==> config.mk <==
export PLATFORM = sky130hd
export DESIGN_NAME = crc8_packet_deframer_core_flat
export DESIGN_NICKNAME = d
export VERILOG_FILES = /design/src/design/crcdf_pkg.sv /design/src/design/crcdf_req_if.sv /design/src/design/crcdf_rsp_if.sv /design/src/design/crcdf_store.sv /design/src/design/crcdf_parser.sv /design/src/design/crc8_packet_deframer_core.sv /design/src/flat_wrapper.sv
export SDC_FILE = /design/constraint.sdc
export NUM_CORES = 1
export LEC_CHECK = 0
export BUFFER_PORTS_ARGS = -buffer_cell sky130_fd_sc_hd__buf_2
export CAP_MARGIN = 20
export CORE_MARGIN = 10
export CORE_UTILIZATION = 51
export CTS_BUF_LIST = sky130_fd_sc_hd__clkbuf_8
export DETAILED_ROUTE_END_ITERATION = 7
export PLACE_DENSITY = 0.68
export SETUP_SLACK_MARGIN = 0.5
export SYNTH_ARGS = -nofsm -noshare
export SYNTH_HDL_FRONTEND = slang
export SYNTH_HIERARCHICAL = 1
export SYNTH_SLANG_ARGS = --single-unit
export TNS_END_PERCENT = 5
==> constraint.sdc <==
create_clock -name clock -period 14.2 [get_ports clock]
set_clock_uncertainty 0.2 [all_clocks]
set_input_delay 0.71 -clock clock [delete_from_list [all_inputs] [get_ports clock]]
set_output_delay 0.71 -clock clock [all_outputs]
set_load 0.005 [all_outputs]
==> src/design/crcdf_pkg.sv <==
// ----------------------------------------------------------------------------
// crcdf_pkg
// Shared types, codes and the bytewise CRC-8 update for the packet deframer.
// ----------------------------------------------------------------------------
package crcdf_pkg;

   // Default sizes of the deframer.
   localparam int SLOTS_DEF       = 8;
   localparam int MAX_PAYLOAD_DEF = 64;
   localparam int SOURCES_DEF     = 2;

   // Frame layout.
   localparam logic [7:0] START_BYTE   = 8'h55;
   localparam int         HEADER_BYTES = 3;

   // Result status codes.
   localparam logic [2:0] ST_IGNORED   = 3'd0;
   localparam logic [2:0] ST_TAKEN     = 3'd1;
   localparam logic [2:0] ST_COMPLETE  = 3'd2;
   localparam logic [2:0] ST_CRC_ERROR = 3'd3;
   localparam logic [2:0] ST_TOO_LONG  = 3'd4;

   // Configuration register indexes and reset values.
   localparam logic [1:0] CSR_TIMEOUT = 2'd0;
   localparam logic [1:0] CSR_POLY    = 2'd1;
   localparam logic [1:0] CSR_REFLECT = 2'd2;

   localparam logic [15:0] TIMEOUT_RESET = 16'd100;
   localparam logic [7:0]  POLY_RESET    = 8'h07;
   localparam logic        REFLECT_RESET = 1'b0;

   typedef struct packed {
      logic [15:0] timeout_ms;
      logic [7:0]  crc_poly;
      logic        crc_reflect;
   } cfg_type;

   typedef struct packed {
      logic [2:0] status;
      logic       frame_source;
      logic [2:0] frame_slot;
      logic [7:0] frame_type;
      logic [7:0] frame_length;
   } rsp_item_type;

   // One byte through the CRC-8 register, MSB-first with the polynomial or
   // LSB-first with the bit-reversed polynomial.
   function automatic logic [7:0] crc8_update(input logic [7:0] crc,
                                              input logic [7:0] data,
                                              input logic [7:0] poly,
                                              input logic       reflect);
      logic [7:0] c;
      logic [7:0] rpoly;
      c = crc ^ data;
      for (int i = 0; i < 8; i++) begin
         rpoly[i] = poly[7 - i];
      end
      for (int k = 0; k < 8; k++) begin
         if (reflect) begin
            c = c[0] ? ((c >> 1) ^ rpoly) : (c >> 1);
         end else begin
            c = c[7] ? ((c << 1) ^ poly) : (c << 1);
         end
      end
      return c;
   endfunction

endpackage

==> src/design/crcdf_req_if.sv <==
// ----------------------------------------------------------------------------
// crcdf_req_if
// Input byte channel: one received byte with its link and timestamp.
// ----------------------------------------------------------------------------
interface crcdf_req_if;
   logic        valid;
   logic        ready;
   logic [7:0]  rx_byte;
   logic        source;
   logic [31:0] now_ms;

   modport source_mp (output valid, output rx_byte, output source, output now_ms,
                      input ready);
   modport sink (input valid, input rx_byte, input source, input now_ms,
                 output ready);
endinterface

==> src/design/crcdf_rsp_if.sv <==
// ----------------------------------------------------------------------------
// crcdf_rsp_if
// Result channel: the parse outcome for one received byte.
// ----------------------------------------------------------------------------
interface crcdf_rsp_if;
   logic       valid;
   logic       ready;
   logic [2:0] status;
   logic       frame_source;
   logic [2:0] frame_slot;
   logic [7:0] frame_type;
   logic [7:0] frame_length;

   modport source (output valid, output status, output frame_source, output frame_slot,
                   output frame_type, output frame_length, input ready);
   modport sink (input valid, input status, input frame_source, input frame_slot,
                 input frame_type, input frame_length, output ready);
endinterface

==> src/design/crcdf_store.sv <==
// ----------------------------------------------------------------------------
// crcdf_store
// Frame ring memory: one row of slot bytes per source and slot.
// ----------------------------------------------------------------------------
module crcdf_store #(
   parameter int DEPTH  = 1088,
   parameter int ADDR_W = 11
) (
   input  logic              clock,
   input  logic              wr_en,
   input  logic [ADDR_W-1:0] wr_addr,
   input  logic [7:0]        wr_data
);
   logic [7:0] mem_ff [DEPTH];

   always_ff @(posedge clock) begin
      if (wr_en) begin
         mem_ff[wr_addr] <= wr_data;
      end
   end
endmodule

==> src/design/crcdf_parser.sv <==
// ----------------------------------------------------------------------------
// crcdf_parser
// Per-source frame parser: state tables, CRC update and result decode.
// ----------------------------------------------------------------------------
module crcdf_parser #(
   parameter int SLOTS       = crcdf_pkg::SLOTS_DEF,
   parameter int MAX_PAYLOAD = crcdf_pkg::MAX_PAYLOAD_DEF,
   parameter int SOURCES     = crcdf_pkg::SOURCES_DEF,
   parameter int ADDR_W      = 11
) (
   input  logic                   clock,
   input  logic                   reset,
   input  logic                   step,
   input  logic [7:0]             rx_byte,
   input  logic                   source,
   input  logic [31:0]            now_ms,
   input  crcdf_pkg::cfg_type     cfg,
   output crcdf_pkg::rsp_item_type item,
   output logic                   wr_en,
   output logic [ADDR_W-1:0]      wr_addr,
   output logic [7:0]             wr_data
);
   import crcdf_pkg::*;

   localparam int SRC_W      = (SOURCES > 1) ? $clog2(SOURCES) : 1;
   localparam int SLOT_W     = $clog2(SLOTS);
   localparam int SLOT_BYTES = MAX_PAYLOAD + 4;

   logic [8:0]        position_ff    [SOURCES];
   logic              started_ff     [SOURCES];
   logic [7:0]        frame_len_ff   [SOURCES];
   logic [7:0]        frame_type_ff  [SOURCES];
   logic [7:0]        crc_ff         [SOURCES];
   logic [31:0]       start_time_ff  [SOURCES];
   logic [SLOT_W-1:0] write_slot_ff  [SOURCES];

   logic [8:0]        position_in;
   logic              started_in;
   logic [7:0]        frame_len_in;
   logic [7:0]        frame_type_in;
   logic [7:0]        crc_in;
   logic [31:0]       start_time_in;
   logic [SLOT_W-1:0] write_slot_in;

   logic              src_ok;
   logic [SRC_W-1:0]  idx;
   logic [8:0]        pos;
   logic [7:0]        len;
   logic [7:0]        typ;
   logic [7:0]        crc;
   logic [SLOT_W-1:0] slot;
   logic              timed_out;
   logic [7:0]        crc_next;
   logic              store_hit;
   logic [8:0]        store_pos;

   assign src_ok = (32'(source) < SOURCES);
   assign idx    = src_ok ? SRC_W'(source) : '0;
   assign pos    = position_ff[idx];
   assign len    = frame_len_ff[idx];
   assign typ    = frame_type_ff[idx];
   assign crc    = crc_ff[idx];
   assign slot   = write_slot_ff[idx];

   assign timed_out = started_ff[idx] &&
                      ((now_ms - start_time_ff[idx]) > {16'd0, cfg.timeout_ms});

   // The start byte always seeds the CRC from zero; later bytes continue it.
   assign crc_next = crc8_update((started_ff[idx] && !timed_out) ? crc : 8'd0, rx_byte,
                                 cfg.crc_poly, cfg.crc_reflect);

   always_comb begin
      position_in   = pos;
      started_in    = started_ff[idx];
      frame_len_in  = len;
      frame_type_in = typ;
      crc_in        = crc;
      start_time_in = start_time_ff[idx];
      write_slot_in = slot;
      store_hit     = 1'b0;
      store_pos     = pos;
      item          = '0;
      item.status       = ST_IGNORED;
      item.frame_source = source;

      if (src_ok) begin
         if (timed_out) begin
            started_in    = 1'b0;
            position_in   = '0;
            frame_len_in  = '0;
            frame_type_in = '0;
            crc_in        = '0;
         end

         if (!started_ff[idx] || timed_out) begin
            if (rx_byte == START_BYTE) begin
               started_in    = 1'b1;
               start_time_in = now_ms;
               crc_in        = crc_next;
               position_in   = 9'd1;
               store_hit     = 1'b1;
               store_pos     = 9'd0;
               item.status   = ST_TAKEN;
            end
         end else if (pos == 9'd1) begin
            frame_type_in = rx_byte;
            crc_in        = crc_next;
            position_in   = 9'd2;
            store_hit     = 1'b1;
            item.status   = ST_TAKEN;
         end else if (pos == 9'd2) begin
            if (rx_byte > 8'(MAX_PAYLOAD)) begin
               item.status       = ST_TOO_LONG;
               item.frame_type   = typ;
               item.frame_length = rx_byte;
               started_in    = 1'b0;
               position_in   = '0;
               frame_len_in  = '0;
               frame_type_in = '0;
               crc_in        = '0;
            end else begin
               frame_len_in = rx_byte;
               crc_in       = crc_next;
               position_in  = 9'd3;
               store_hit    = 1'b1;
               item.status  = ST_TAKEN;
            end
         end else if (pos >= ({1'b0, len} + 9'(HEADER_BYTES))) begin
            // Checksum byte: compare against the running CRC and close the frame.
            item.frame_type   = typ;
            item.frame_length = len;
            if (crc == rx_byte) begin
               store_hit       = 1'b1;
               item.status     = ST_COMPLETE;
               item.frame_slot = 3'(slot);
               write_slot_in   = (32'(slot) == SLOTS - 1) ? '0 : slot + 1'b1;
            end else begin
               item.status = ST_CRC_ERROR;
            end
            started_in    = 1'b0;
            position_in   = '0;
            frame_len_in  = '0;
            frame_type_in = '0;
            crc_in        = '0;
         end else begin
            crc_in      = crc_next;
            position_in = pos + 9'd1;
            store_hit   = 1'b1;
            item.status = ST_TAKEN;
         end
      end
   end

   assign wr_en   = step && store_hit && (32'(store_pos) < SLOT_BYTES);
   assign wr_addr = ADDR_W'((int'(idx) * SLOTS + int'(slot)) * SLOT_BYTES + int'(store_pos));
   assign wr_data = rx_byte;

   always_ff @(posedge clock) begin
      if (reset) begin
         for (int s = 0; s < SOURCES; s++) begin
            position_ff[s]   <= '0;
            started_ff[s]    <= 1'b0;
            frame_len_ff[s]  <= '0;
            frame_type_ff[s] <= '0;
            crc_ff[s]        <= '0;
            start_time_ff[s] <= '0;
            write_slot_ff[s] <= '0;
         end
      end else if (step && src_ok) begin
         position_ff[idx]   <= position_in;
         started_ff[idx]    <= started_in;
         frame_len_ff[idx]  <= frame_len_in;
         frame_type_ff[idx] <= frame_type_in;
         crc_ff[idx]        <= crc_in;
         start_time_ff[idx] <= start_time_in;
         write_slot_ff[idx] <= write_slot_in;
      end
   end
endmodule

==> src/design/crc8_packet_deframer_core.sv <==
// ----------------------------------------------------------------------------
// crc8_packet_deframer_core
// Start-byte / length / CRC-8 frame parser for several byte links.
// ----------------------------------------------------------------------------
// Every accepted byte produces exactly one result, in order. A byte is held in
// the input register, is parsed against its link's state and lands in the
// result register, from which its result is offered. One byte can be accepted
// every cycle while results are taken without a stall; the rate is set by the
// combinational state update of the per-link parser (timeout compare plus
// bytewise CRC-8). The input side keeps accepting while a result waits to be
// taken, until both stages are full. Frame bytes are written to a ring memory
// of SLOTS rows per link; its contents start undefined and are not cleared
// after reset. Configuration registers are to be written through the csr port
// only while idle; the block itself does not enforce this.
module crc8_packet_deframer_core #(
   parameter int SLOTS       = crcdf_pkg::SLOTS_DEF,
   parameter int MAX_PAYLOAD = crcdf_pkg::MAX_PAYLOAD_DEF,
   parameter int SOURCES     = crcdf_pkg::SOURCES_DEF
) (
   input  logic        clock,
   input  logic        reset,
   crcdf_req_if.sink   req_ch,
   crcdf_rsp_if.source rsp_ch,
   input  logic        csr_we,
   input  logic [1:0]  csr_index,
   input  logic [15:0] csr_wdata
);
   import crcdf_pkg::*;

   localparam int DEPTH  = SOURCES * SLOTS * (MAX_PAYLOAD + 4);
   localparam int ADDR_W = $clog2(DEPTH);

   cfg_type      cfg_ff;
   logic         in_valid_ff;
   logic [7:0]   in_byte_ff;
   logic         in_source_ff;
   logic [31:0]  in_now_ff;
   logic         out_valid_ff;
   rsp_item_type out_item_ff;

   rsp_item_type item;
   logic         out_free;
   logic         step;
   logic         req_fire;
   logic         wr_en;
   logic [ADDR_W-1:0] wr_addr;
   logic [7:0]   wr_data;

   assign out_free     = !out_valid_ff || rsp_ch.ready;
   assign step         = in_valid_ff && out_free;
   assign req_ch.ready = !in_valid_ff || out_free;
   assign req_fire     = req_ch.valid && req_ch.ready;

   always_ff @(posedge clock) begin
      if (reset) begin
         cfg_ff.timeout_ms  <= TIMEOUT_RESET;
         cfg_ff.crc_poly    <= POLY_RESET;
         cfg_ff.crc_reflect <= REFLECT_RESET;
      end else if (csr_we) begin
         case (csr_index)
            CSR_TIMEOUT: cfg_ff.timeout_ms  <= csr_wdata;
            CSR_POLY:    cfg_ff.crc_poly    <= csr_wdata[7:0];
            CSR_REFLECT: cfg_ff.crc_reflect <= csr_wdata[0];
            default: begin
            end
         endcase
      end
   end

   always_ff @(posedge clock) begin
      if (reset) begin
         in_valid_ff  <= 1'b0;
         out_valid_ff <= 1'b0;
      end else begin
         if (req_fire) begin
            in_valid_ff <= 1'b1;
         end else if (step) begin
            in_valid_ff <= 1'b0;
         end
         if (step) begin
            out_valid_ff <= 1'b1;
         end else if (rsp_ch.ready) begin
            out_valid_ff <= 1'b0;
         end
      end
   end

   always_ff @(posedge clock) begin
      if (req_fire) begin
         in_byte_ff   <= req_ch.rx_byte;
         in_source_ff <= req_ch.source;
         in_now_ff    <= req_ch.now_ms;
      end
      if (step) begin
         out_item_ff <= item;
      end
   end

   crcdf_parser #(
      .SLOTS       (SLOTS),
      .MAX_PAYLOAD (MAX_PAYLOAD),
      .SOURCES     (SOURCES),
      .ADDR_W      (ADDR_W)
   ) u_parser (
      .clock   (clock),
      .reset   (reset),
      .step    (step),
      .rx_byte (in_byte_ff),
      .source  (in_source_ff),
      .now_ms  (in_now_ff),
      .cfg     (cfg_ff),
      .item    (item),
      .wr_en   (wr_en),
      .wr_addr (wr_addr),
      .wr_data (wr_data)
   );

   crcdf_store #(
      .DEPTH  (DEPTH),
      .ADDR_W (ADDR_W)
   ) u_store (
      .clock   (clock),
      .wr_en   (wr_en),
      .wr_addr (wr_addr),
      .wr_data (wr_data)
   );

   assign rsp_ch.valid        = out_valid_ff;
   assign rsp_ch.status       = out_item_ff.status;
   assign rsp_ch.frame_source = out_item_ff.frame_source;
   assign rsp_ch.frame_slot   = out_item_ff.frame_slot;
   assign rsp_ch.frame_type   = out_item_ff.frame_type;
   assign rsp_ch.frame_length = out_item_ff.frame_length;
endmodule

==> src/flat_wrapper.sv <==
// flat-port wrapper written by rule: the top's interface ports become plain ports
module crc8_packet_deframer_core_flat import crcdf_pkg::*;
#(
   parameter int SLOTS       = crcdf_pkg::SLOTS_DEF,
   parameter int MAX_PAYLOAD = crcdf_pkg::MAX_PAYLOAD_DEF,
   parameter int SOURCES     = crcdf_pkg::SOURCES_DEF
)
  (clock, reset, csr_we, csr_index, csr_wdata, req_ch_valid, req_ch_rx_byte, req_ch_source, req_ch_now_ms, req_ch_ready, rsp_ch_valid, rsp_ch_status, rsp_ch_frame_source, rsp_ch_frame_slot, rsp_ch_frame_type, rsp_ch_frame_length, rsp_ch_ready);
  crcdf_req_if req_ch_i ();
  crcdf_rsp_if rsp_ch_i ();
  input  logic clock;
  input  logic reset;
  input  logic csr_we;
  input  logic [1:0] csr_index;
  input  logic [15:0] csr_wdata;
  input wire logic [$bits(req_ch_i.valid)-1:0] req_ch_valid;
  input wire logic [$bits(req_ch_i.rx_byte)-1:0] req_ch_rx_byte;
  input wire logic [$bits(req_ch_i.source)-1:0] req_ch_source;
  input wire logic [$bits(req_ch_i.now_ms)-1:0] req_ch_now_ms;
  output wire logic [$bits(req_ch_i.ready)-1:0] req_ch_ready;
  output wire logic [$bits(rsp_ch_i.valid)-1:0] rsp_ch_valid;
  output wire logic [$bits(rsp_ch_i.status)-1:0] rsp_ch_status;
  output wire logic [$bits(rsp_ch_i.frame_source)-1:0] rsp_ch_frame_source;
  output wire logic [$bits(rsp_ch_i.frame_slot)-1:0] rsp_ch_frame_slot;
  output wire logic [$bits(rsp_ch_i.frame_type)-1:0] rsp_ch_frame_type;
  output wire logic [$bits(rsp_ch_i.frame_length)-1:0] rsp_ch_frame_length;
  input wire logic [$bits(rsp_ch_i.ready)-1:0] rsp_ch_ready;
  assign req_ch_i.valid = req_ch_valid;
  assign req_ch_i.rx_byte = req_ch_rx_byte;
  assign req_ch_i.source = req_ch_source;
  assign req_ch_i.now_ms = req_ch_now_ms;
  assign req_ch_ready = req_ch_i.ready;
  assign rsp_ch_valid = rsp_ch_i.valid;
  assign rsp_ch_status = rsp_ch_i.status;
  assign rsp_ch_frame_source = rsp_ch_i.frame_source;
  assign rsp_ch_frame_slot = rsp_ch_i.frame_slot;
  assign rsp_ch_frame_type = rsp_ch_i.frame_type;
  assign rsp_ch_frame_length = rsp_ch_i.frame_length;
  assign rsp_ch_i.ready = rsp_ch_ready;
  crc8_packet_deframer_core #(.SLOTS(SLOTS), .MAX_PAYLOAD(MAX_PAYLOAD), .SOURCES(SOURCES)) u_core (.clock(clock), .reset(reset), .req_ch(req_ch_i), .rsp_ch(rsp_ch_i), .csr_we(csr_we), .csr_index(csr_index), .csr_wdata(csr_wdata));
endmodule
# [After elaboration in Yosys (flattened, before gate mapping)]
# Memories as Yosys holds them, arrays and structs flattened. A register that Yosys moved wholly into a read port is not among the register bits.
# Cells that the tools add are included.
[op_classes] n_eq_ne=7 n_mux=113 n_bitwise=19 n_reduce_logical=26 addsub=4 n_lt_le_gt_ge=3
[ops] operator="two-way mux 8 bit" n=47
[ops] operator="two-way mux 32 bit" n=3
[ops] operator="XOR 8 bit" n=9
[ops] operator="XOR 7 x 8 -> 8 bit" n=8
[ops] operator="two-way mux 9 bit" n=7
[ops] operator="two-way mux 16 bit" n=3
[ops] operator="two-way mux 1 bit" n=40
[ops] operator="two-way mux 3 bit" n=12
[ops] operator="greater-than comparator 32 x 16 -> 1 bit" n=1
[ops] operator="OR reduction 32 bit" n=1
[ops] operator="subtractor 32 bit" n=1
[ops] operator="OR reduction 8 bit" n=3
[ops] operator="adder 8 x 2 -> 9 bit, second input constant" n=1
[ops] operator="adder 9 x 1 -> 9 bit, second input constant" n=1
[ops] operator="== test 9 x 1 -> 1 bit, second input constant" n=1
[ops] operator="== test 9 x 2 -> 1 bit, second input constant" n=1
[ops] operator=">= comparator 9 bit" n=1
[ops] operator="OR reduction 9 bit" n=1
[ops] operator="== test 8 x 7 -> 1 bit, second input constant" n=1
[ops] operator="== test 8 bit" n=1
[ops] operator="greater-than comparator 8 x 7 -> 1 bit, second input constant" n=1
[ops] operator="AND reduction 2 bit" n=3
[ops] operator="OR reduction 5 bit" n=1
[ops] operator="logical AND 1 bit" n=4
[ops] operator="other kinds (13)" n=20
[word_totals] output_inout_bits=25 in_bits=64 n_memories=7 word_cells=192 ramBits=138 reg_bits=91
[memory_table] name="u_core.u_parser.start_time_ff" depth=2 width=32 rd=1 rd_ports_with_merged_regs=1 wr=2 line="crcdf_parser.sv:34" rtl="logic [31:0] start_time_ff [SOURCES];"
[memory_table] name="u_core.u_parser.position_ff" depth=2 width=9 rd=1 rd_ports_with_merged_regs=1 wr=2 line="crcdf_parser.sv:29" rtl="logic [8:0] position_ff [SOURCES];"
[memory_table] name="u_core.u_parser.crc_ff" depth=2 width=8 rd=1 rd_ports_with_merged_regs=1 wr=2 line="crcdf_parser.sv:33" rtl="logic [7:0] crc_ff [SOURCES];"
[memory_table] name="u_core.u_parser.frame_len_ff" depth=2 width=8 rd=1 rd_ports_with_merged_regs=1 wr=2 line="crcdf_parser.sv:31" rtl="logic [7:0] frame_len_ff [SOURCES];"
[memory_table] name="u_core.u_parser.frame_type_ff" depth=2 width=8 rd=1 rd_ports_with_merged_regs=1 wr=2 line="crcdf_parser.sv:32" rtl="logic [7:0] frame_type_ff [SOURCES];"
[memory_table] name="u_core.u_parser.write_slot_ff" depth=2 width=3 rd=1 rd_ports_with_merged_regs=1 wr=2 line="crcdf_parser.sv:35" rtl="logic [SLOT_W-1:0] write_slot_ff [SOURCES];"
[memory_table] name="1 more memories"

# [Longest topological paths before layout]
[depth] word_depth=36 depth_mapped=41 depth_no_buf=33

# [Hierarchy]
# The synthesis kept the hierarchy.
[by_module_without_submodules] module="crcdf_parser" n_inst=1 cells_per_inst=1860 seq_area_each_um2=4144.0 area_per_inst_um2=15056.9
[by_module_without_submodules] module="crc8_packet_deframer_core" n_inst=1 cells_per_inst=181 seq_area_each_um2=2462.4 area_per_inst_um2=3085.5

# [Least setup slack after synthesis]
# No wires, ideal clock.
[synth_path] kind="reg-to-reg" from="reg u_core.in_source_ff" to="mem u_core.u_parser.crc_ff[0][3] (data pin)" n_path_buf=7 arrival_time_ns=10.183 setup_slack_ns=3.551 t_required_ns=13.734 stages_incl_launch_ff=39 period_less_slack_ns=10.649 path_cell_list="edfxtp_1 > buf_2 > buf_1 > clkbuf_1 > clkbuf_1 > clkbuf_1 > buf_1 > mux2i_1 > ha_1 > nand2_1 > nor2_1 > and2_1 > or2_2 > nor2_1 > xnor2_1 > ha_1 > nand4_1 > or3_1 > (+3 left out) > nand4b_2 > nor3_4 > a31oi_1 > nor2_1 > xnor3_1 > xnor3_2 > and2_4 > and3_4 > or4_4 > a21oi_4 > xor2_1 > a22oi_1 > or4_1 > buf_6 > a31o_1 > and3_1 > a211oi_2 > nor2_1"
[synth_rtl] element="start: declaration" line="crc8_packet_deframer_core.sv:36" rtl="logic in_source_ff;"
[synth_rtl] element="start signal: assignment" line="crc8_packet_deframer_core.sv:91" rtl="in_source_ff <= req_ch.source;"
[synth_rtl] element="end: declaration" line="crcdf_parser.sv:33"

==> metrics <==
Core Region=0.0345 mm²; cts hold-fix bufs=0; layout cells sized above 1=0.123; Final Util=0.562; Inserted Clock Buffers=39; DR WL/cell=21.9 µm; drt pass-1 iters=5; routed length on met2=26600 µm; Final Cell Area=0.0194 mm²; global-route wire length before repair=86200 µm; Crit Path Category=reg2reg; Crit. End Element=register; Clock Sinks=229; number of remaining DRC errors=0; status=finished, final reports clean; DRT iter0 DRCs=1405; TritonCTS clock tree=done; Hold WC Path Type=in2reg; H-tree levels=2; number of global-route vias before repair=15500; Die W=207 µm; metal3 WL=3490 µm; Post-Route WL=55200 µm; Avg Inst Size Synth=8.93 µm²; largest net degree at the start of global routing=70; synthesized area=0.0178 mm²; Cells after Synth=1992; max frequency=0.0920 GHz; combinational share of power=0.298; gr ovfl total=0; endpoints failing setup=0; via/cell ratio=6.25; Critical Path Fanout Max=34; Max stage delay on crit path=750 ps; fillers=3122; clock power share=0.296; Total GRT Usage=0.256; commonest cells after routing, fill and taps aside=nor2_1 (284), edfxtp_1 (202), nand2_1 (189), a21oi_1 (134), mux2i_1 (108); Die ar.=0.0427 mm²; maximum VDD drop=0.122 mV; Via Count=15800; ant diodes=0; Worst-Margin Slew=1030 ps; fin crit period=10870 ps; internal power=1280 µW; final max-slew violation count=0; max-cap violations=0; Max Buffers Root-to-Sink=3; DRT met1 WL=22600 µm; Pwr Density=99.6 mW/mm²; Fin Setup TNS=0 ps; Final Non-Filler Cells=2522; Synth Net Count=2121; Slew headroom=0.292; I/O pin count=89; Multi-input gate area=0.0105 mm²; Post CTS Setup Buffer Count=0; Switching Fraction=0.336; Req. time, crit path=14330 ps; Antenna Violating Nets Remaining=0; CP Launch Type=register; FF/Latch Area=0.00661 mm²; Placed Cells=2446; Seq pwr share=0.406; Starting Density=0.516; clk slew on worst S/H paths=60 ps; nets=2166; commonest non-fill, non-tap cell in the layout=nor2_1; placed standard-cell area=0.0185 mm²; Ys Warns=6; Layout area overhead=8.89%; Detail Placement HPWL=39000 µm; FF-to-FF setup slack=3330 ps; input/output buffers=88; routability cong.=1.00; Top cell by count, worst path=nor2_1; Top Metal Used=met4; worst skew pair latency=610 ps; Std-Cell Rows=68; CTS root buffer=clkbuf_8; fin crit share=0.765; Leakage=0.00745 µW; die height=207 µm; worst path arrival time=11000 ps; Gates resized, CTS repair=0; P_sw=647 µW; RSZ-0062 raised after global routing=false; final hold vios=0; initial antenna violation count=0; Slowest cell on crit path=nor3_4
[registers in the layout, indices dropped and copies added, names as in the netlist, 2 cells and up]
signal	cells
u_core/cfg_ff	25
u_core/u_parser/started_ff	2
u_core/u_parser/frame_len_ff	16
u_core/rsp_ch.frame_type	8
u_core/u_parser/write_slot_ff	6
u_core/rsp_ch.status	3
u_core/in_byte_ff	8
u_core/u_parser/frame_type_ff	16
u_core/rsp_ch.frame_length	8
u_core/u_parser/position_ff	18
u_core/u_parser/crc_ff	16
u_core/u_parser/start_time_ff	64
u_core/rsp_ch.frame_slot	3
u_core/in_now_ff	32
[area by class of cell]
| cell class | count | share of cell area |
|---|---|---|
| clock buffer | 43 | 0.0306 |
| timing repair buffer | 120 | 0.0381 |
| clock inverter | 28 | 0.00788 |
| sequential | 229 | 0.341 |
| tap | 455 | 0.0294 |
| inverter | 54 | 0.0105 |
| multi-input combinational | 1593 | 0.542 |
[power by group through the flow]
stage / combinational (µW) / clock, µW / sequential [µW]
floorplan: 419 / 0 / 791
global placement: 547 / 0 / 797
detailed placement: 555 / 0 / 798
CTS: 558 / 586 / 784
global route: 624 / 616 / 787
finish: 575 / 570 / 783
[layer usage]
| layer | track usage | up-vias |
|---|---|---|
| met5 | 0 | - |
| met1 | 0.309 | 7581 |
| li1 | - | 7397 |
| met4 | 0.131 | 0 |
| met3 | 0.0403 | 162 |
| met2 | 0.436 | 625 |
[worst max-delay path, delay by kind of cell, from the launching register on]
family	cells	cell delay, ps
AND/OR/NAND/NOR	15	4980
buffers and inverters	1	520
adder cells (fa/ha/maj)	3	900
XOR/XNOR	2	340
multiplexers	1	420
AO/OA/AOI/OAI	11	2840
flip-flops	1	350
[worst paths after layout]
path	from	to	cells past startpoint
max	u_core/in_source_ff$_DFFE_PP_	u_core/u_parser/crc_ff[0][3]$_SDFFCE_PN0P_	33
min	req_ch_rx_byte[7]	u_core/in_byte_ff[7]$_DFFE_PP_	1
max reg2reg	u_core/in_source_ff$_DFFE_PP_	u_core/u_parser/crc_ff[0][3]$_SDFFCE_PN0P_	33
min reg2reg	u_core/in_valid_ff$_SDFFE_PP0P_	u_core/rsp_ch.valid$_SDFFE_PP0P_	2
[stage by stage]
step | power, µW | hold slack, ps | setup slack (ps)
final | 1930 | 76.8 | 3330
after floorplan | 1210 | 234 | 3580
after detailed placement | 1350 | 256 | 3470
after CTS | 1930 | 45.2 | 3460
after global routing | 2030 | 66.9 | 2820
after global placement | 1340 | 238 | 3660
(Power assumes the default switching activity.)
